--- src/hw/rtl/ulit_pkg.sv ---
// ----------------------------------------------------------------------------
// ulit_pkg
// Shared constants, command and status codes, and the control and status
// bundles between the list controller and its datapath.
// ----------------------------------------------------------------------------
package ulit_pkg;

   localparam int DEPTH       = 64;
   localparam int ITEM_WIDTH  = 32;
   localparam int ADDR_W      = $clog2(DEPTH);
   localparam int CNT_W       = $clog2(DEPTH + 1);

   localparam int CMD_W       = 3;
   localparam int ITEM_IN_W   = 32;
   localparam int ITEM_OUT_W  = 32;
   localparam int STATUS_W    = 2;
   localparam int COUNT_OUT_W = 7;

   localparam logic [CMD_W-1:0] CMD_INSERT     = 3'd0;
   localparam logic [CMD_W-1:0] CMD_DELETE     = 3'd1;
   localparam logic [CMD_W-1:0] CMD_RETRIEVE   = 3'd2;
   localparam logic [CMD_W-1:0] CMD_MAKE_EMPTY = 3'd3;
   localparam logic [CMD_W-1:0] CMD_RESET_ITER = 3'd4;
   localparam logic [CMD_W-1:0] CMD_GET_NEXT   = 3'd5;

   localparam logic [STATUS_W-1:0] ST_OK        = 2'd0;
   localparam logic [STATUS_W-1:0] ST_NOT_FOUND = 2'd1;
   localparam logic [STATUS_W-1:0] ST_FULL      = 2'd2;
   localparam logic [STATUS_W-1:0] ST_EMPTY     = 2'd3;

   typedef struct packed {
      logic                capture;
      logic                insert;
      logic                clear_list;
      logic                clear_iter;
      logic                iter_advance;
      logic                scan_start;
      logic                scan_next;
      logic                shift_start;
      logic                shift_next;
      logic                count_dec;
      logic                res_load;
      logic                res_from_ram;
      logic [STATUS_W-1:0] res_status;
      logic                out_load;
   } dp_ctrl_type;

   typedef struct packed {
      logic [CMD_W-1:0] cmd;
      logic             count_zero;
      logic             full;
      logic             hit;
      logic             at_bottom;
      logic             at_last;
      logic             out_free;
   } dp_stat_type;

endpackage

--- src/hw/rtl/ulit_ram.sv ---
// ----------------------------------------------------------------------------
// ulit_ram
// Generic single write port, single read port RAM with registered read.
// ----------------------------------------------------------------------------
module ulit_ram #(
   parameter int WIDTH = 32,
   parameter int DEPTH = 64,
   localparam int AW = $clog2(DEPTH)
) (
   input  logic             clock,
   input  logic             wr_en,
   input  logic [AW-1:0]    wr_addr,
   input  logic [WIDTH-1:0] wr_data,
   input  logic             rd_en,
   input  logic [AW-1:0]    rd_addr,
   output logic [WIDTH-1:0] rd_data
);

   logic [WIDTH-1:0] mem_ff [DEPTH];
   logic [WIDTH-1:0] rd_data_ff;

   always_ff @(posedge clock) begin
      if (wr_en) begin
         mem_ff[wr_addr] <= wr_data;
      end
      if (rd_en) begin
         rd_data_ff <= mem_ff[rd_addr];
      end
   end

   assign rd_data = rd_data_ff;

endmodule

--- src/hw/rtl/ulit_datapath.sv ---
// ----------------------------------------------------------------------------
// ulit_datapath
// Entry storage, count, iterator, scan pointer and the result register.
// ----------------------------------------------------------------------------
module ulit_datapath import ulit_pkg::*; (
   input  logic                   clock,
   input  logic                   reset,
   input  dp_ctrl_type            ctrl,
   output dp_stat_type            stat,
   input  logic [CMD_W-1:0]       req_cmd,
   input  logic [ITEM_IN_W-1:0]   req_item_in,
   input  logic                   rsp_ready,
   output logic                   rsp_valid,
   output logic [ITEM_OUT_W-1:0]  rsp_item_out,
   output logic [STATUS_W-1:0]    rsp_status,
   output logic [COUNT_OUT_W-1:0] rsp_item_count,
   output logic                   rsp_is_full
);

   logic [CMD_W-1:0]       cmd_ff, cmd_in;
   logic [ITEM_WIDTH-1:0]  key_ff, key_in;
   logic [CNT_W-1:0]       count_ff, count_in;
   logic [ADDR_W-1:0]      iter_index_ff, iter_index_in;
   logic                   iter_started_ff, iter_started_in;
   logic [ADDR_W-1:0]      ptr_ff, ptr_in;
   logic [ITEM_WIDTH-1:0]  res_item_ff, res_item_in;
   logic [STATUS_W-1:0]    res_status_ff, res_status_in;
   logic                   out_valid_ff, out_valid_in;
   logic [ITEM_OUT_W-1:0]  out_item_ff, out_item_in;
   logic [STATUS_W-1:0]    out_status_ff, out_status_in;
   logic [COUNT_OUT_W-1:0] out_count_ff, out_count_in;
   logic                   out_full_ff, out_full_in;

   logic                   wr_en;
   logic [ADDR_W-1:0]      wr_addr;
   logic [ITEM_WIDTH-1:0]  wr_data;
   logic                   rd_en;
   logic [ADDR_W-1:0]      rd_addr;
   logic [ITEM_WIDTH-1:0]  rd_data;

   logic [ADDR_W-1:0]      last_addr;
   logic [CNT_W-1:0]       iter_step;
   logic [CNT_W-1:0]       iter_next;
   logic [ADDR_W-1:0]      iter_addr;
   logic                   is_full;

   ulit_ram #(
      .WIDTH (ITEM_WIDTH),
      .DEPTH (DEPTH)
   ) u_ram (
      .clock   (clock),
      .wr_en   (wr_en),
      .wr_addr (wr_addr),
      .wr_data (wr_data),
      .rd_en   (rd_en),
      .rd_addr (rd_addr),
      .rd_data (rd_data)
   );

   assign last_addr = ADDR_W'(count_ff - CNT_W'(1));
   assign is_full   = (count_ff == CNT_W'(DEPTH));

   // iterator position counted from the newest entry
   always_comb begin
      iter_step = iter_started_ff ? (CNT_W'(iter_index_ff) + CNT_W'(1)) : '0;
      iter_next = (iter_step >= count_ff) ? '0 : iter_step;
      iter_addr = ADDR_W'(count_ff - CNT_W'(1) - iter_next);
   end

   always_comb begin
      wr_en   = 1'b0;
      wr_addr = ADDR_W'(count_ff);
      wr_data = key_ff;
      rd_en   = 1'b0;
      rd_addr = ptr_ff;
      ptr_in  = ptr_ff;
      if (ctrl.insert) begin
         wr_en = 1'b1;
      end
      if (ctrl.scan_start) begin
         rd_en   = 1'b1;
         rd_addr = last_addr;
         ptr_in  = last_addr;
      end
      if (ctrl.scan_next) begin
         rd_en   = 1'b1;
         rd_addr = ptr_ff - ADDR_W'(1);
         ptr_in  = ptr_ff - ADDR_W'(1);
      end
      if (ctrl.shift_start || ctrl.shift_next) begin
         rd_en   = 1'b1;
         rd_addr = ptr_ff + ADDR_W'(1);
         ptr_in  = ptr_ff + ADDR_W'(1);
      end
      if (ctrl.shift_next) begin
         wr_en   = 1'b1;
         wr_addr = ptr_ff - ADDR_W'(1);
         wr_data = rd_data;
      end
      if (ctrl.iter_advance) begin
         rd_en   = 1'b1;
         rd_addr = iter_addr;
      end
   end

   always_comb begin
      cmd_in          = ctrl.capture ? req_cmd : cmd_ff;
      key_in          = ctrl.capture ? ITEM_WIDTH'(req_item_in) : key_ff;
      count_in        = count_ff;
      iter_index_in   = iter_index_ff;
      iter_started_in = iter_started_ff;
      if (ctrl.clear_list) begin
         count_in = '0;
      end else if (ctrl.insert) begin
         count_in = count_ff + CNT_W'(1);
      end else if (ctrl.count_dec) begin
         count_in = count_ff - CNT_W'(1);
      end
      if (ctrl.clear_iter) begin
         iter_index_in   = '0;
         iter_started_in = 1'b0;
      end else if (ctrl.iter_advance) begin
         iter_index_in   = ADDR_W'(iter_next);
         iter_started_in = 1'b1;
      end
   end

   always_comb begin
      res_item_in   = res_item_ff;
      res_status_in = res_status_ff;
      if (ctrl.res_load) begin
         res_item_in   = ctrl.res_from_ram ? rd_data : '0;
         res_status_in = ctrl.res_status;
      end
      out_valid_in  = out_valid_ff && !rsp_ready;
      out_item_in   = out_item_ff;
      out_status_in = out_status_ff;
      out_count_in  = out_count_ff;
      out_full_in   = out_full_ff;
      if (ctrl.out_load) begin
         out_valid_in  = 1'b1;
         out_item_in   = ITEM_OUT_W'(res_item_ff);
         out_status_in = res_status_ff;
         out_count_in  = COUNT_OUT_W'(count_ff);
         out_full_in   = is_full;
      end
   end

   always_ff @(posedge clock) begin
      if (reset) begin
         count_ff        <= '0;
         iter_index_ff   <= '0;
         iter_started_ff <= 1'b0;
         out_valid_ff    <= 1'b0;
      end else begin
         count_ff        <= count_in;
         iter_index_ff   <= iter_index_in;
         iter_started_ff <= iter_started_in;
         out_valid_ff    <= out_valid_in;
      end
   end

   always_ff @(posedge clock) begin
      cmd_ff        <= cmd_in;
      key_ff        <= key_in;
      ptr_ff        <= ptr_in;
      res_item_ff   <= res_item_in;
      res_status_ff <= res_status_in;
      out_item_ff   <= out_item_in;
      out_status_ff <= out_status_in;
      out_count_ff  <= out_count_in;
      out_full_ff   <= out_full_in;
   end

   assign stat.cmd        = cmd_ff;
   assign stat.count_zero = (count_ff == '0);
   assign stat.full       = is_full;
   assign stat.hit        = (rd_data == key_ff);
   assign stat.at_bottom  = (ptr_ff == '0);
   assign stat.at_last    = (ptr_ff == last_addr);
   assign stat.out_free   = !out_valid_ff || rsp_ready;

   assign rsp_valid      = out_valid_ff;
   assign rsp_item_out   = out_item_ff;
   assign rsp_status     = out_status_ff;
   assign rsp_item_count = out_count_ff;
   assign rsp_is_full    = out_full_ff;

endmodule

--- config.mk ---
export PLATFORM = sky130hd
export DESIGN_NAME = ulit_datapath
export DESIGN_NICKNAME = d
export VERILOG_FILES = /design/src/hw/rtl/ulit_pkg.sv /design/src/hw/rtl/ulit_ram.sv /design/src/hw/rtl/ulit_datapath.sv
export SDC_FILE = /design/constraint.sdc
export NUM_CORES = 2
export LEC_CHECK = 0
export BUFFER_PORTS_ARGS = -buffer_cell sky130_fd_sc_hd__buf_2
export CAP_MARGIN = 20
export CORE_MARGIN = 8
export CORE_UTILIZATION = 30
export CTS_CLUSTER_DIAMETER = 60
export DETAILED_ROUTE_END_ITERATION = 10
export SLEW_MARGIN = 15
export SYNTH_ARGS = -nofsm -noshare
export SYNTH_HDL_FRONTEND = slang
export SYNTH_SLANG_ARGS = --single-unit
--- constraint.sdc ---
create_clock -name clock -period 5.2 [get_ports clock]
set_input_delay 0.26 -clock clock [delete_from_list [all_inputs] [get_ports clock]]
set_output_delay 0.26 -clock clock [all_outputs]
set_load 0.01 [all_outputs]
==> metrics.md <==
| Metric | Value |
|---|---|
| Outcome | finished clean |
| CTS tree | yes |
| Die height | 557 um |
| Cell internal pwr | ~34 mW |
| 1st-iter DRT viols | ~7400 |
| Synth area leader | edfxtp_1 |
| Sw frac | a little under a third |
| DRC violations left | 0 |
| IO buf count | 104 |
| Depth of the CTS H-tree | 4 |
| Gr usage total | 16.6% |
| Vias in the first global route | around 55000 |
| Worst endpoint required time | 5810 ps |
| Initial antenna violation count | 16 |
| Syn nets | about 6700 |
| Post-DP HPWL | roughly 160 mm |
| Row count | approximately 200 |
| Crit-path max FO | 21 |
| Die area | between 0.3 and 0.4 mm2 |
| Area delta synth->final | 19.3% |
| Cells after synthesis | about 6600 |
| Worst Setup Start Kind | flip-flop |
| GRT Residual Overflow | 0 |
| Post-Place Cell Area | just under 0.1 mm2 |
| Top-area cell type share of the netlist area | about three quarters |
| Critical path type | reg2reg |
| DR vias | just under 60000 |
| Number of synthesized flops with an enable pin | between 2000 and 2500 |
| Post-Route WL | 268 mm |
| Worst Skew | 52.0 ps |
| Clk root buf | clkbuf_16 |
| Min cycle time layout | approximately 5100 ps |
| Clock power share | 30.3% |
| Max Root-Sink Buffers | 3 |
| Hold WC Path Type | in2reg |
| P per Cell Area | 480 mW/mm2 |
| Finish-stage setup viols | 0 |
| Worst Path Arrival | 5700 ps |
| Final Hold Viols | 0 |
| GPL Wtd Cong | between 0.8 and 0.9 |
| Most common cell after layout, fill and taps aside | edfxtp_1 |
| Net count, final | 7197 |
| Clock-pin slew on the worst setup and hold paths | about 60 ps |
| Max Fclk | just under 200 MHz |
| Post-Syn Area | 0.0879 mm2 |
| Maximum VDD drop | approximately 0.33 mV |
| Worst skew pair latency | 860 ps |
| Relative slew slack | approximately a fifth |
| Worst hold margin | roughly 92 ps |
| Slew @ Worst Pin | approximately 1200 ps |
| Sequential power share | 45.0% |
| Yosys cell types | 64 |
| Largest cells by area after synthesis | edfxtp_1 (75%), nand2_1 (8.0%), nand3_1 (6.6%) |
| Avg Inst Size Synth | between 10 and 15 um2 |
| Most frequent cells in the layout | edfxtp_1 (2191), nand2_1 (1874), nand3_1 (1153) |
| Max Cap Viol | 0 |
| Post-synthesis async set-or-reset flop share | 0% |
| Dominant synthesized flop cell | edfxtp_1 |
| Synth Warn # | 0 |
| Die width | roughly 560 um |
| I/O pin total | roughly 110 |
| CTS Buf Count | roughly 220 |
| DRT antenna net count | 0 |
| Sequential element share of the synthesized area | 75.3% |
| Share of cells above drive strength 1 | around 15% |
| Cell Count, Final, Fillers Out | approximately 11000 |
| Sw Pwr | roughly 16 mW |
| Placed cell count | 10800 |
| Aggregate negative setup slack | 0 ps |
| Initial core utilization | a little under a third |
| Drt first pass iters | 6 |
| Final slew viol count | 0 |
| Post-DR vias/cell | approximately 5.2 |
| Sink Count | between 2000 and 2500 |
| Leak | 35.6 nW |
| Largest net degree at the start of global routing | 77 |
| Routed wire per std cell | approximately 24 um |
| Global-route wire length before repair | 386 mm |
| FF+latch count, synth | 2212 |
| Tcrit/Tclk final | between 90% and 100% |
| Power share of the combinational group | 24.7% |
| Crit. End Element | flip-flop |
| Final Cell Area | about 0.10 mm2 |
| Core area | ~0.29 mm2 |
sequential cells by signal, summed over array words and instances (netlist names):
name             flops
res_item_ff         32
u_ram.mem_ff      2048
res_status_ff        2
u_ram.rd_data       32
cmd_ff               3
iter_started_ff      1
rsp_item_out        32
count_ff             7
rsp_item_count       7
key_ff              32
rsp_valid            1
ptr_ff               6
rsp_status           2
iter_index_ff        6
rsp_is_full          1
power by group through the flow:
stage	registers [mW]	clock network (mW)	logic (mW)
2_1_floorplan	22.6	0	5.55
3_3_place_gp	23.0	0	12.0
3_5_place_dp	23.0	0	12.2
4_1_cts	22.6	15.4	12.3
5_1_grt	22.7	16.1	13.1
6_report	22.7	15.3	12.5
critical path, cell delays in order, from the launching register on:
cell      delay [ps]
dfxtp_2          350
nand3_2          110
or3_4            380
a21oi_1          160
ha_1             260
a21o_1           170
a21o_1           210
buf_4            160
nor2_2           130
nand2_1           90
buf_4            150
fa_1             570
nand2_1           90
buf_4            190
o311ai_4          90
buf_4            260
buf_12           220
buf_4            160
nand3_1          110
a32oi_1          270
buf_4            170
nand4b_1         300
o2111a_1         230
layout make-up:
cell class,instances,area (um2)
antenna,6,15.0
clock buffer,285,5770
clock inverter,115,1020
fill,27900,188000
inverter,21,78.8
multi-input combinational,3967,20400
sequential,2212,66200
tap,3919,4900
timing repair buffer,705,6510
final timing paths:
check                                 startpoint                end  slack (ps)  cells past startpoint
worst min register to register    res_item_ff[3]    rsp_item_out[3]         380                      0
worst max register to register  iter_index_ff[1]  u_ram.rd_data[20]         120                     22
worst max-delay path            iter_index_ff[1]  u_ram.rd_data[20]         120                     22
worst min-delay path                     ctrl[0]    rsp_item_out[0]          90                      1
through the flow:
| step | power, mW | utilization (%) | setup slack, ps |
|---|---|---|---|
| 2_1_floorplan | 28.1 | - | 697 |
| 3_3_place_gp | 35.0 | 33.2 | -464 |
| 3_5_place_dp | 35.2 | 33.2 | -483 |
| 4_1_cts | 50.3 | 35.8 | 0.294 |
| 5_1_grt | 51.9 | 35.8 | -11.0 |
| 6_report | 50.4 | 35.8 | 115 |
timing repair:
action / in CTS / in global routing
hold endpoints to repair: 112 / 0
endpoints found under the setup margin: 32 / 28
buffers inserted: 3 / 2
resized for setup: 2 / 10
hold buffers: 54 / 0
pin swaps: 1 / 6
cell usage after synthesis, types with 34 or more instances:
cell / instances
nand3_1: 1154
a211oi_1: 106
nand4_1: 34
buf_2: 175
nand2_1: 1876
and2_1: 36
and3_1: 104
edfxtp_1: 2191
a32oi_1: 93
xor2_1: 38
clkbuf_1: 207
a31oi_1: 103
nor2_1: 99
nand4b_1: 93
buf_1: 58
logic make-up after synthesis:
logic type	after synthesis	synth area share (%)
adders and majority gates	18	0.265
DFF	2212	75.3
muxes	35	0.444
and+or+nand+nor	3450	17.6
AOI/OAI and AO/OA	408	3.58
buffers and inverters	466	2.28
xor gates and xnor gates	56	0.558
metal layers:
layer  vias up  GRT usage (%)  wire length, um
li1      25500              -                -
met1     29100           22.6           108000
met2      2887           26.3           122000
met3       476           3.76            28200
met4         8           5.44             9120
met5         -              0               48
No activity file was read; power rests on OpenSTA's default activity.
