===== config.mk =====
export PLATFORM = sky130hd
export DESIGN_NAME = ulit_ctrl
export DESIGN_NICKNAME = d
export VERILOG_FILES = /design/src/hw/rtl/ulit_pkg.sv /design/src/hw/rtl/ulit_ctrl.sv
export SDC_FILE = /design/constraint.sdc
export NUM_CORES = 1
export LEC_CHECK = 0
export BUFFER_PORTS_ARGS = -buffer_cell sky130_fd_sc_hd__buf_2
export CORE_AREA = 4 4 41 43
export DETAILED_ROUTE_END_ITERATION = 10
export DIE_AREA = 0 0 45 47
export GPL_TIMING_DRIVEN = 1
export PLACE_DENSITY = 0.71
export SLEW_MARGIN = 5
export SYNTH_ARGS = -nofsm -noshare
export SYNTH_HDL_FRONTEND = slang
export SYNTH_SLANG_ARGS = --single-unit

===== constraint.sdc =====
create_clock -name clock -period 4.5 [get_ports clock]
set_clock_uncertainty 0.05 [all_clocks]
set_input_delay 0.9 -clock clock [delete_from_list [all_inputs] [get_ports clock]]
set_output_delay 0.9 -clock clock [all_outputs]
set_load 0.01 [all_outputs]

===== src/hw/rtl/ulit_pkg.sv =====
// ----------------------------------------------------------------------------
// ulit_pkg
// Shared constants, command and status codes, and the control and status
// bundles between the list controller and its datapath.
// ----------------------------------------------------------------------------
package ulit_pkg;

   localparam int DEPTH       = 64;
   localparam int ITEM_WIDTH  = 32;
   localparam int ADDR_W      = $clog2(DEPTH);
   localparam int CNT_W       = $clog2(DEPTH + 1);

   localparam int CMD_W       = 3;
   localparam int ITEM_IN_W   = 32;
   localparam int ITEM_OUT_W  = 32;
   localparam int STATUS_W    = 2;
   localparam int COUNT_OUT_W = 7;

   localparam logic [CMD_W-1:0] CMD_INSERT     = 3'd0;
   localparam logic [CMD_W-1:0] CMD_DELETE     = 3'd1;
   localparam logic [CMD_W-1:0] CMD_RETRIEVE   = 3'd2;
   localparam logic [CMD_W-1:0] CMD_MAKE_EMPTY = 3'd3;
   localparam logic [CMD_W-1:0] CMD_RESET_ITER = 3'd4;
   localparam logic [CMD_W-1:0] CMD_GET_NEXT   = 3'd5;

   localparam logic [STATUS_W-1:0] ST_OK        = 2'd0;
   localparam logic [STATUS_W-1:0] ST_NOT_FOUND = 2'd1;
   localparam logic [STATUS_W-1:0] ST_FULL      = 2'd2;
   localparam logic [STATUS_W-1:0] ST_EMPTY     = 2'd3;

   typedef struct packed {
      logic                capture;
      logic                insert;
      logic                clear_list;
      logic                clear_iter;
      logic                iter_advance;
      logic                scan_start;
      logic                scan_next;
      logic                shift_start;
      logic                shift_next;
      logic                count_dec;
      logic                res_load;
      logic                res_from_ram;
      logic [STATUS_W-1:0] res_status;
      logic                out_load;
   } dp_ctrl_type;

   typedef struct packed {
      logic [CMD_W-1:0] cmd;
      logic             count_zero;
      logic             full;
      logic             hit;
      logic             at_bottom;
      logic             at_last;
      logic             out_free;
   } dp_stat_type;

endpackage


===== src/hw/rtl/ulit_ctrl.sv =====
// ----------------------------------------------------------------------------
// ulit_ctrl
// Command sequencer: dispatch, newest-first search, compaction after delete,
// iterator read and result hand-off.
// ----------------------------------------------------------------------------
module ulit_ctrl import ulit_pkg::*; (
   input  logic        clock,
   input  logic        reset,
   input  logic        req_valid,
   output logic        req_ready,
   input  dp_stat_type stat,
   output dp_ctrl_type ctrl
);

   localparam logic [2:0] S_IDLE     = 3'd0;
   localparam logic [2:0] S_DISPATCH = 3'd1;
   localparam logic [2:0] S_SCAN     = 3'd2;
   localparam logic [2:0] S_SHIFT    = 3'd3;
   localparam logic [2:0] S_READ     = 3'd4;
   localparam logic [2:0] S_DONE     = 3'd5;

   logic [2:0] state_ff, state_in;

   assign req_ready = (state_ff == S_IDLE);

   always_comb begin
      ctrl     = '0;
      state_in = state_ff;
      unique case (state_ff)
         S_IDLE: begin
            if (req_valid) begin
               ctrl.capture = 1'b1;
               state_in     = S_DISPATCH;
            end
         end
         S_DISPATCH: begin
            ctrl.res_load   = 1'b1;
            ctrl.res_status = ST_OK;
            state_in        = S_DONE;
            unique case (stat.cmd)
               CMD_INSERT: begin
                  if (stat.full) begin
                     ctrl.res_status = ST_FULL;
                  end else begin
                     ctrl.insert = 1'b1;
                  end
               end
               CMD_DELETE, CMD_RETRIEVE: begin
                  if (stat.count_zero) begin
                     ctrl.res_status = ST_NOT_FOUND;
                  end else begin
                     ctrl.res_load   = 1'b0;
                     ctrl.scan_start = 1'b1;
                     state_in        = S_SCAN;
                  end
               end
               CMD_MAKE_EMPTY: begin
                  ctrl.clear_list = 1'b1;
                  ctrl.clear_iter = 1'b1;
               end
               CMD_RESET_ITER: begin
                  ctrl.clear_iter = 1'b1;
               end
               CMD_GET_NEXT: begin
                  if (stat.count_zero) begin
                     ctrl.res_status = ST_EMPTY;
                  end else begin
                     ctrl.res_load     = 1'b0;
                     ctrl.iter_advance = 1'b1;
                     state_in          = S_READ;
                  end
               end
               default: begin
               end
            endcase
         end
         S_SCAN: begin
            if (stat.hit) begin
               if (stat.cmd == CMD_RETRIEVE) begin
                  ctrl.res_load     = 1'b1;
                  ctrl.res_from_ram = 1'b1;
                  ctrl.res_status   = ST_OK;
                  state_in          = S_DONE;
               end else if (stat.at_last) begin
                  ctrl.count_dec  = 1'b1;
                  ctrl.res_load   = 1'b1;
                  ctrl.res_status = ST_OK;
                  state_in        = S_DONE;
               end else begin
                  ctrl.shift_start = 1'b1;
                  state_in         = S_SHIFT;
               end
            end else if (stat.at_bottom) begin
               ctrl.res_load   = 1'b1;
               ctrl.res_status = ST_NOT_FOUND;
               state_in        = S_DONE;
            end else begin
               ctrl.scan_next = 1'b1;
            end
         end
         S_SHIFT: begin
            ctrl.shift_next = 1'b1;
            if (stat.at_last) begin
               ctrl.count_dec  = 1'b1;
               ctrl.res_load   = 1'b1;
               ctrl.res_status = ST_OK;
               state_in        = S_DONE;
            end
         end
         S_READ: begin
            ctrl.res_load     = 1'b1;
            ctrl.res_from_ram = 1'b1;
            ctrl.res_status   = ST_OK;
            state_in          = S_DONE;
         end
         S_DONE: begin
            if (stat.out_free) begin
               ctrl.out_load = 1'b1;
               state_in      = S_IDLE;
            end
         end
         default: begin
            state_in = S_IDLE;
         end
      endcase
   end

   always_ff @(posedge clock) begin
      if (reset) begin
         state_ff <= S_IDLE;
      end else begin
         state_ff <= state_in;
      end
   end

endmodule


==> reports/results.env, run 1 <==
DIE_FOOTPRINT_SQ_UM=2120
SYNTH_ENABLE_FLOP_CELLS=0
POWER-PER-CELL-AREA_nW_PER_UM2=237
DR_TOTAL_VIAS=602
RELSLEWSLACK_PCT=70.5
AREA_DELTA_SYNTH_FINAL_PCT=21.3
SYNTH_AREA_LEADER_CELL='sky130_fd_sc_hd__dfxtp_1'
PLACE.GP.CONGESTION=0.781
GROUTE.LAYER.MET2.USAGE_PCT=22.6
CRITICAL_REGISTER_TO_REGISTER_PATH_STARTPOINT='state_ff[0]$_SDFFE_PP0P_'
LARGESTREGISTERS='state_ff: 3 flops'
MAXIMUM_FANOUT_ALONG_THE_WORST_PATH=10
WORST_EP_ARRIVAL_TIME_NS=2.04
DRT_PRE_ANTENNA_ITERS=4
SYNTH_TOP_AREA_SHARE_PCT=11.6
MAXSLEWVIOLCOUNT=0
MAXCLOCKFREQUENCY_MHz=334
DRT_WL_TOTAL_UM=1360
ASYNC_SET_OR_RESET_REGISTER_RATIO_AFTER_SYNTHESIS_PCT=0
SYNTH_AREA_SQ_UM=518
SEQUENTIAL_CELL_AREA_FRACTION_IN_THE_YOSYS_REPORT_PCT=11.6
FP.DIEH_UM=47
SYNTHESIS.NETS=83
WORSTSETUPSTARTPOINTTYPE='input port'
CRIT_REQUIRED_NS=3.55
YOSYS_WARNINGS=0
VIAS_IN_THE_FIRST_GLOBAL_ROUTE=549
SYN-MEAN-INSTANCE-AREA_SQ_UM=7.30
CTS_BUFFER_COUNT=3
POWER.STATIC_LEAKAGE_nW=0.290
DIE_WIDTH_UM=45
GLOBALROUTEMET1UTIL_PCT=18.4
ANTENNA_FOUND_INITIAL=0
YOSYS_MOST_USED_DFF='sky130_fd_sc_hd__dfxtp_1'
CLOCK_LATENCY_NS=0.23
CLOCK_TREE_FROM_TRITONCTS='yes'
DETAILEDROUTE.FIRSTITERATIONVIOLATIONS=13
HOLDBUFCOUNTCTS=0
GRT_PASS1_WL_UM=2250
NETS=108
ROWS=13
SYNTH.TOP_CELLS.BY_AREA='sky130_fd_sc_hd__dfxtp_1 (12%), sky130_fd_sc_hd__buf_6 (8.7%), sky130_fd_sc_hd__nand2b_1 (7.2%)'
FINAL_DESIGN_AREA_EXCLUDING_FILLERS_SQ_UM=628
SETUP_VIOL_COUNT_FINAL=0
WORST_SETUP_HOLD_PATH_CLK_SLEW_NS=0.04
TOP_USAGE_LAYER='met2'
POST_SYNTH_INST_COUNT=71
LARGEST-REGISTER='state_ff'
MAXCAPVIOLCOUNT=0
CP-END-KIND='primary output'
BUFFERS_INSERTED_BY_POST_CTS_TIMING_REPAIR=0
POST_SYNTH_NUM_CELL_TYPES=35
GRT_OVERFLOW=0
PLACEMENT.IO_BUFFERS=27
WORST_HOLD_STARTPOINT='state_ff[1]$_SDFFE_PP0P_'
MIN_PERIOD_OVER_PERIOD_PCT=66.4
YS_FF_LATCH=3
GRTUSAGETOTAL_PCT=13.8
RUN_STATUS='completed'
NUM_IO_PINS=28
DP_AREA_SQ_UM=602
PLACEABLECOREAREA_SQ_UM=1300
CTS_ROOT_BUF='sky130_fd_sc_hd__clkbuf_4'
WORST-SLEW-PIN-TRANSITION_NS=0.441
ANTENNA-DIODE-COUNT=0
CTS.SINK_COUNT=3
DRIVE_ABOVE_1_SHARE_PCT=38.9
GR-USAGE-MET3_PCT=3.07
WL_PER_CELL_UM=12.3
CRITPATHKIND='in2out'
DETAILED_PLACE_HPWL_UM=1030
VDD_IR_DROP_MAX_V=0.0000900
TOTALNEGATIVESETUPSLACK_NS=0
CTS_MAX_PATH_BUFFERS=2
CTS-HTREE-LEVELS=1
INITIAL_CORE_UTIL_PCT=39.8
ANTENNA_LEFT=0
GRT_START_MAX_NET_PINS=16
SETUP.WORST_PATH.START='stat[8]'
CTS.REPAIR.RESIZED=0
UNREPAIRED_SETUP_ENDPOINTS_AFTER_GLOBAL_ROUTING='no'
HOLD_PATH.CLASS='reg2reg'
FINALCRITICALPERIOD_NS=2.99
HOLD_VIOL=0
DRC_VIOLATION_COUNT_AFTER_ROUTING=0
LARGEST_REG_FLOPS=3
AVGVIACOUNTPERCELL=5.47
-- worst paths after layout --
kind / to / slack [ns] / cells past startpoint
setup / recovery: ctrl[4] / 1.51 / 6
hold / removal: state_ff[0]$_SDFFE_PP0P_ / 0.67 / 2
hold reg to reg: state_ff[0]$_SDFFE_PP0P_ / 0.67 / 2
setup reg to reg: state_ff[1]$_SDFFE_PP0P_ / 2.93 / 4
-- per-stage QoR --
| stage | hold slack (ns) | std cells | util (%) | worst slack [ns] | total power [W] |
|---|---|---|---|---|---|
| global placement | 0.679 | 106 | 46.3 | 1.55 | 0.000101 |
| finish | 0.668 | 110 | 48.3 | 1.51 | 0.000149 |
| detailed placement | 0.652 | 106 | 46.3 | 1.52 | 0.000101 |
| CTS | 0.665 | 110 | 48.3 | 1.52 | 0.000150 |
| global route | 0.734 | 110 | 48.3 | 1.46 | 0.000159 |
| floorplan | 0.609 | 71 | - | 1.74 | 0.0000871 |
-- logic make-up (layout without fill, tap and decap cells) --
kind of cell	Yosys count	after routing	synth area share (%)
compound gates	17	17	24.4
xor+xnor	1	1	1.69
flops	3	3	11.6
buf+inv	9	33	15.0
simple gates	41	41	47.3
-- routing by layer --
metal | wire [um] | vias to the layer above
met5 | 0 | -
met4 | 11 | 0
met3 | 112 | 2
met2 | 580 | 29
met1 | 650 | 261
li1 | - | 310
-- power by group --
part | total, W | switching, W | internal [W]
clock network | 0.0000472 | 0.0000140 | 0.0000332
logic | 0.0000616 | 0.0000329 | 0.0000287
registers | 0.0000399 | 0.0000101 | 0.0000298
-- worst max-delay path, stage by stage --
cell and delay [ns]:
sky130_fd_sc_hd__buf_2 0.16, sky130_fd_sc_hd__or3b_4 0.43, sky130_fd_sc_hd__o21ai_2 0.09, sky130_fd_sc_hd__a21oi_2 0.09
sky130_fd_sc_hd__a31o_2 0.24, sky130_fd_sc_hd__buf_2 0.13
-- final cells by class --
| type | count | area [sq um] |
|---|---|---|
| Clock buffer | 4 | 26.3 |
| Fill cell | 142 | 673 |
| Inverter | 2 | 7.51 |
| Multi-Input combinational cell | 59 | 380 |
| Sequential cell | 3 | 60.1 |
| Tap cell | 15 | 18.8 |
| Timing Repair Buffer | 27 | 135 |
-- placed cells by master (no fill, tap or decap), types with 2 or more instances in the layout --
cell type and instances:
sky130_fd_sc_hd__o31a_1 2, sky130_fd_sc_hd__buf_2 27, sky130_fd_sc_hd__a21oi_1 5, sky130_fd_sc_hd__nand2b_1 6
sky130_fd_sc_hd__inv_1 2, sky130_fd_sc_hd__nor3_1 6, sky130_fd_sc_hd__nor4_1 5, sky130_fd_sc_hd__and2b_1 2
sky130_fd_sc_hd__nor2_1 8, sky130_fd_sc_hd__and2_1 2, sky130_fd_sc_hd__clkbuf_4 3, sky130_fd_sc_hd__nand2_1 3
sky130_fd_sc_hd__dfxtp_1 3
-- synth_stat cells (2+ instances only) --
library cell               count
sky130_fd_sc_hd__nor2_1        8
sky130_fd_sc_hd__nand2b_1      6
sky130_fd_sc_hd__nor3_1        6
sky130_fd_sc_hd__a21oi_1       5
sky130_fd_sc_hd__nor4_1        5
sky130_fd_sc_hd__buf_6         4
sky130_fd_sc_hd__dfxtp_1       3
sky130_fd_sc_hd__nand2_1       3
sky130_fd_sc_hd__and2_1        2
sky130_fd_sc_hd__and2b_1       2
sky130_fd_sc_hd__inv_1         2
sky130_fd_sc_hd__o31a_1        2
No activity file was read; power rests on OpenSTA's default activity.
==> run 2, diff against run 1 <==
CORE_AREA = default   (was 4 4 41 43)
CORE_MARGIN = 4   (was default)
CORE_UTILIZATION = 38   (was default)
DIE_AREA = default   (was 0 0 45 47)
PLACE_DENSITY = 0.72   (was 0.71)
clock period = 2.5 ns   (was 4.5 ns; I/O delays follow)
==> reports/results.env, run 2 (synthesis results as in run 1) <==
WORST_HOLD_STARTPOINT='reset'  # was state_ff[1]$_SDFFE_PP0P_
MAXCLOCKFREQUENCY_MHz=459
CP-END-KIND='primary output'  # unchanged
WL_PER_CELL_UM=12.1  # was 12.3 um
MOST-COMMON-LAYOUT-CELLS='sky130_fd_sc_hd__buf_2 (27), sky130_fd_sc_hd__nor2_1 (8), sky130_fd_sc_hd__nand2b_1 (6), sky130_fd_sc_hd__nor3_1 (6)'  # unchanged
LARGESTREGISTERS='state_ff: 3 flops'  # unchanged
WORSTPATHCELLLIST='buf_2 > or3b_4 > o21ai_2 > a21oi_2 > a31o_2 > buf_2'  # unchanged
NUM_IO_PINS=28  # unchanged
DRT_WL_TOTAL_UM=1350  # was 1360 um
CTS_ROOT_BUF='sky130_fd_sc_hd__clkbuf_4'  # unchanged
GRT_PASS1_WL_UM=2170  # was 2250 um
VDD_IR_DROP_MAX_V=0.000155  # was 0.0000900 V
NETS=109  # was 108
HOLD_PATH.CLASS='in2reg'  # was reg2reg
TOTALNEGATIVESETUPSLACK_NS=0  # unchanged
WORST_EP_ARRIVAL_TIME_NS=1.63  # was 2.04 ns
FILL_CELL_COUNT=142  # unchanged
ANTENNA-DIODE-COUNT=0  # unchanged
VIAS_IN_THE_FIRST_GLOBAL_ROUTE=525  # was 549
CRITICAL_REGISTER_TO_REGISTER_PATH_STARTPOINT='state_ff[1]$_SDFFE_PP0P_'  # was state_ff[0]$_SDFFE_PP0P_
CLOCK_LATENCY_NS=0.24  # was 0.23 ns
POWER.STATIC_LEAKAGE_nW=0.295  # was 0.290 nW
PLACEABLECOREAREA_SQ_UM=1280  # was 1300 sq um
GRTUSAGETOTAL_PCT=14.0  # was 13.8%
PLACE.GP.CONGESTION=0.737  # was 0.781
DRC_VIOLATION_COUNT_AFTER_ROUTING=0  # unchanged
PLACEMENT.IO_BUFFERS=27  # unchanged
TOTAL_POWER_W=0.000274  # was 0.000149 W
MAXIMUM_FANOUT_ALONG_THE_WORST_PATH=9  # was 10
FP.DIEH_UM=44.9  # was 47 um
BUFFERS_INSERTED_BY_POST_CTS_TIMING_REPAIR=0  # unchanged
DR_TOTAL_VIAS=607  # was 602
POWER-PER-CELL-AREA_nW_PER_UM2=432  # was 237 nW/um^2
ANTENNA_FOUND_INITIAL=0  # unchanged
CTS_BUFFER_COUNT=3  # unchanged
CPPEAKSTAGEDELAY_NS=0.42  # was 0.43 ns
CP_COMMON_CELL='sky130_fd_sc_hd__buf_2'  # unchanged
SETUP_VIOL_COUNT_FINAL=0  # unchanged
DRT_PRE_ANTENNA_ITERS=4  # unchanged
DIE_WIDTH_UM=44.9  # was 45 um
CTS_MAX_PATH_BUFFERS=2  # unchanged
WORST_SETUP_HOLD_PATH_CLK_SLEW_NS=0.04  # about the same
LAYOUT.CELLS.MOST_COMMON='sky130_fd_sc_hd__buf_2'  # unchanged
RUN_STATUS='completed'  # unchanged
CTS.SINK_COUNT=3  # unchanged
FINAL_UTIL_PCT=49.5  # was 48.3%
FINALCRITICALPERIOD_NS=2.18
DIE_FOOTPRINT_SQ_UM=2020  # was 2120 sq um
WORST-SLEW-PIN-TRANSITION_NS=0.399  # was 0.441 ns
AVGVIACOUNTPERCELL=5.47  # about the same
UNREPAIRED_SETUP_ENDPOINTS_AFTER_GLOBAL_ROUTING='no'  # unchanged
DETAILED_PLACE_HPWL_UM=1030  # about the same
AREA_DELTA_SYNTH_FINAL_PCT=22.7  # was 21.3%
GRT_START_MAX_NET_PINS=15  # was 16
RELSLEWSLACK_PCT=73.2  # was 70.5%
INITIAL_CORE_UTIL_PCT=40.3  # was 39.8%
WORSTSETUPSTARTPOINTTYPE='input port'  # unchanged
DRIVE_ABOVE_1_SHARE_PCT=39.6  # was 38.9%
CTS-HTREE-LEVELS=1  # unchanged
CRIT_REQUIRED_NS=1.95  # was 3.55 ns
CLOCK_TREE_FROM_TRITONCTS='yes'  # unchanged
SLOWEST_STAGE='sky130_fd_sc_hd__or3b_4'  # unchanged
MAXCAPVIOLCOUNT=0  # unchanged
DETAILEDROUTE.FIRSTITERATIONVIOLATIONS=12  # was 13
ROWS=13  # unchanged
SETUP.WORST_PATH.START='stat[7]'  # was stat[8]
MIN_PERIOD_OVER_PERIOD_PCT=87.1
HOLD_VIOL=0  # unchanged
ANTENNA_LEFT=0  # unchanged
LARGEST_REG_FLOPS=3  # unchanged
CTS.REPAIR.RESIZED=0  # unchanged
GRT_OVERFLOW=0  # unchanged
LARGEST-REGISTER='state_ff'  # unchanged
HOLDBUFCOUNTCTS=0  # unchanged
MAXSLEWVIOLCOUNT=0  # unchanged
CRITPATHKIND='in2out'  # unchanged
-- run 2: changes by cell type in the layout (fill, tap and decap cells not counted) --
| cell | previous run | this run |
|---|---|---|
| sky130_fd_sc_hd__buf_4 | 0 | 1 |
-- run 2: through the flow --
| step | instances | hold slack (ns) | area (sq um) | worst slack, ns |
|---|---|---|---|---|
| final | 111 | 0.504 | 636 | 0.323 |
| after global routing | 111 | 0.542 | 636 | 0.248 |
| after floorplan | 71 | 0.601 | 518 | 0.542 |
| after detailed placement | 107 | 0.616 | 609 | 0.320 |
| after CTS | 111 | 0.501 | 636 | 0.319 |
| after global placement | 107 | 0.623 | 609 | 0.340 |
-- run 2: routing by layer --
| layer | vias up | wire (um) | GRT usage (%) |
|---|---|---|---|
| met5 | - | 0 | 0 |
| met4 | 0 | 19 | 6.43 |
| met3 | 2 | 115 | 0 |
| met2 | 28 | 591 | 21.8 |
| met1 | 265 | 620 | 20.1 |
| li1 | 312 | - | - |
-- run 2: worst max-delay path: cells and delay by family --
kind,cells,cell delay [ns]
AO/OA/AOI/OAI,3,0.40
AND/OR/NAND/NOR,1,0.42
buffers and inverters,2,0.30
-- run 2: final timing paths --
| path | end | cells after the start | slack (ns) |
|---|---|---|---|
| worst max-delay path | ctrl[4] | 6 | 0.32 |
| worst min-delay path | state_ff[1]$_SDFFE_PP0P_ | 3 | 0.50 |
| worst max register to register | state_ff[1]$_SDFFE_PP0P_ | 4 | 0.99 |
| worst min register to register | state_ff[2]$_SDFFE_PP0P_ | 2 | 0.62 |
-- run 2: layout make-up --
| cell class | count | area [sq um] | area share (%) |
|---|---|---|---|
| Multi-Input combinational cell | 59 | 380 | 59.8 |
| Timing Repair Buffer | 28 | 143 | 22.4 |
| Sequential cell | 3 | 60.1 | 9.45 |
| Clock buffer | 4 | 26.3 | 4.13 |
| Tap cell | 15 | 18.8 | 2.95 |
| Inverter | 2 | 7.51 | 1.18 |
-- run 2: report_power, final --
part | internal, W | total, W | switching (W) | leakage (nW)
Combinational | 0.0000546 | 0.000122 | 0.0000675 | 0.255
Sequential | 0.0000536 | 0.0000639 | 0.0000103 | 0.0247
Clock | 0.0000600 | 0.0000884 | 0.0000284 | 0.0150
Total | 0.000168 | 0.000274 | 0.000106 | 0.295
==> run 3, diff against run 2 <==
SETUP_SLACK_MARGIN = 0.4   (was default)
==> reports/results.env, run 3 (synthesis results as in run 1) <==
LARGEST-REGISTER='state_ff'  # unchanged
SETUP.WORST_PATH.START='stat[8]'  # was stat[7]
INITIAL_CORE_UTIL_PCT=40.3  # unchanged
ANTENNA_FOUND_INITIAL=0  # unchanged
CTS_ROOT_BUF='sky130_fd_sc_hd__clkbuf_4'  # unchanged
LAYOUT.CELLS.MOST_COMMON='sky130_fd_sc_hd__buf_2'  # unchanged
AVGVIACOUNTPERCELL=5.55  # was 5.47
PLACEMENT.IO_BUFFERS=27  # unchanged
NUM_IO_PINS=28  # unchanged
LARGESTREGISTERS='state_ff: 3 flops'  # unchanged
DR_TOTAL_VIAS=655  # was 607
DETAILEDROUTE.FIRSTITERATIONVIOLATIONS=16  # was 12
ANTENNA_LEFT=0  # unchanged
CRITICAL_PATH.TOP_DELAY_FAMILY='simple AND/OR/NAND/NOR gates'  # unchanged
GRT_PASS1_WL_UM=2350  # was 2170 um
CLOCK_LATENCY_NS=0.24  # about the same
GRT_START_MAX_NET_PINS=15  # unchanged
MAXIMUM_FANOUT_ALONG_THE_WORST_PATH=10  # was 9
GLOBALROUTEMET1UTIL_PCT=20.4  # was 20.1%
CRITICAL_REGISTER_TO_REGISTER_PATH_STARTPOINT='state_ff[1]$_SDFFE_PP0P_'  # unchanged
CP-END-KIND='primary output'  # unchanged
RELSLEWSLACK_PCT=78.8  # was 73.2%
WORSTSETUPSTARTPOINTTYPE='input port'  # unchanged
CP_COMMON_CELL='sky130_fd_sc_hd__buf_6'  # was sky130_fd_sc_hd__buf_2
DETAILED_PLACE_HPWL_UM=1030  # unchanged
UNREPAIRED_SETUP_ENDPOINTS_AFTER_GLOBAL_ROUTING='yes'  # was no
LARGEST_REG_FLOPS=3  # unchanged
HOLDBUFCOUNTCTS=0  # unchanged
DRIVE_ABOVE_1_SHARE_PCT=49.5  # was 39.6%
POWER-PER-CELL-AREA_nW_PER_UM2=425  # was 432 nW/um^2
RUN_STATUS='completed'  # unchanged
CRITPATHKIND='in2out'  # unchanged
POWER.STATIC_LEAKAGE_nW=0.338  # was 0.295 nW
DRT_PRE_ANTENNA_ITERS=4  # unchanged
WORST_EP_ARRIVAL_TIME_NS=1.55  # was 1.63 ns
PLACE.GP.CONGESTION=0.737  # unchanged
GRT_OVERFLOW=0  # unchanged
SLOWEST_STAGE='sky130_fd_sc_hd__or3b_4'  # unchanged
SETUP_VIOL_COUNT_FINAL=0  # unchanged
WORST-SLEW-PIN-TRANSITION_NS=0.315  # was 0.399 ns
CRIT_REQUIRED_NS=1.95  # about the same
WL_PER_CELL_UM=12.5  # was 12.1 um
ANTENNA-DIODE-COUNT=0  # unchanged
GR-USAGE-MET3_PCT=0  # unchanged
CTS_MAX_PATH_BUFFERS=2  # unchanged
CLOCK_TREE_FROM_TRITONCTS='yes'  # unchanged
WORST_SETUP_HOLD_PATH_CLK_SLEW_NS=0.04  # about the same
DRC_VIOLATION_COUNT_AFTER_ROUTING=0  # unchanged
CTS-HTREE-LEVELS=1  # unchanged
MAXCLOCKFREQUENCY_MHz=477  # was 459 MHz
CTS.SINK_COUNT=3  # unchanged
NETS=116  # was 109
DRT_WL_TOTAL_UM=1470  # was 1350 um
ROWS=13  # unchanged
CPPEAKSTAGEDELAY_NS=0.41  # was 0.42 ns
FIN_WORST_HOLD_SLACK_NS=0.494  # was 0.504 ns
HOLD_PATH.CLASS='in2reg'  # unchanged
WORSTPATHCELLLIST='buf_6 > or3b_4 > o21ai_4 > a21oi_2 > a31o_2 > buf_6'  # was buf_2 > or3b_4 > o21ai_2 > a21oi_2 > a31o_2 > buf_2
FP.DIEH_UM=44.9  # unchanged
CTS_BUFFER_COUNT=3  # unchanged
FILL_CELL_COUNT=136  # was 142
AREA_DELTA_SYNTH_FINAL_PCT=42.3  # was 22.7%
MOST-COMMON-LAYOUT-CELLS='sky130_fd_sc_hd__buf_2 (23), sky130_fd_sc_hd__nor2_1 (8), sky130_fd_sc_hd__buf_4 (8)'  # was sky130_fd_sc_hd__buf_2 (27), sky130_fd_sc_hd__nor2_1 (8), sky130_fd_sc_hd__nand2b_1 (6), sky130_fd_sc_hd__nor3_1 (6)
CP_NUM_BUF_INV=2  # unchanged
MAXSLEWVIOLCOUNT=0  # unchanged
VIAS_IN_THE_FIRST_GLOBAL_ROUTE=581  # was 525
GRTUSAGETOTAL_PCT=15.1  # was 14.0%
FINALCRITICALPERIOD_NS=2.10  # was 2.18 ns
PLACEABLECOREAREA_SQ_UM=1280  # unchanged
WORST_HOLD_STARTPOINT='reset'  # unchanged
TOTALNEGATIVESETUPSLACK_NS=0  # unchanged
TOP_USAGE_LAYER='met2'  # unchanged
MIN_PERIOD_OVER_PERIOD_PCT=83.9  # was 87.1%
HOLD_VIOL=0  # unchanged
GROUTE.LAYER.MET2.USAGE_PCT=25.1  # was 21.8%
DIE_WIDTH_UM=44.9  # unchanged
MAXCAPVIOLCOUNT=0  # unchanged
VDD_IR_DROP_MAX_V=0.000195  # was 0.000155 V
DIE_FOOTPRINT_SQ_UM=2020  # unchanged
-- run 3: routing by layer --
metal,share of wire [%],vias to the layer above
met5,0,-
met4,1.3,0
met3,10,2
met2,45,40
met1,44,284
li1,-,329
-- run 3: through the flow --
step / instances / utilization [%] / power (W) / worst slack (ns) / area [sq um]
after detailed placement: 107 / 47.4 / 0.000186 / 0.320 / 609
after CTS: 118 / 55.7 / 0.000308 / 0.389 / 716
after global routing: 118 / 57.4 / 0.000331 / 0.360 / 737
final: 118 / 57.4 / 0.000313 / 0.403 / 737
after floorplan: 71 / - / 0.000157 / 0.542 / 518
after global placement: 107 / 47.4 / 0.000186 / 0.340 / 609
-- run 3: worst register-to-register path, stage by stage, from the launching register on --
cell and delay (ns):
sky130_fd_sc_hd__dfxtp_2 0.36, sky130_fd_sc_hd__nor2_1 0.15, sky130_fd_sc_hd__a21oi_2 0.07, sky130_fd_sc_hd__buf_4 0.13, sky130_fd_sc_hd__buf_4 0.12, sky130_fd_sc_hd__buf_4 0.12
sky130_fd_sc_hd__buf_4 0.12, sky130_fd_sc_hd__buf_4 0.12, sky130_fd_sc_hd__o31a_1 0.29
-- run 3: what timing repair did --
action                                 CTS  global route
setup endpoints to repair                3             4
gates resized for setup                 10             4
endpoints found under the hold margin    0             0
buffers inserted                         7             0
pin swaps                                4             2
-- run 3: power by group --
part,internal [W],leakage (nW),switching [W]
registers,0.0000544,0.0256,0.0000111
logic,0.0000830,0.297,0.0000759
clock network,0.0000600,0.0150,0.0000285
-- run 3: path summary, 6_finish.rpt --
path / end / slack, ns / cells after the start
worst max-delay path: ctrl[4] / 0.40 / 6
worst min-delay path: state_ff[1]$_SDFFE_PP0P_ / 0.49 / 3
worst max register to register: state_ff[0]$_SDFFE_PP0P_ / 0.85 / 8
worst min register to register: state_ff[0]$_SDFFE_PP0P_ / 0.61 / 2
-- run 3: final cells by class --
| class | count | area [sq um] | area share (%) |
|---|---|---|---|
| Sequential cell | 3 | 62.6 | 8.49 |
| Inverter | 2 | 7.51 | 1.02 |
| Clock buffer | 4 | 26.3 | 3.57 |
| Multi-Input combinational cell | 59 | 402 | 54.5 |
| Tap cell | 15 | 18.8 | 2.55 |
| Timing Repair Buffer | 35 | 220 | 29.9 |
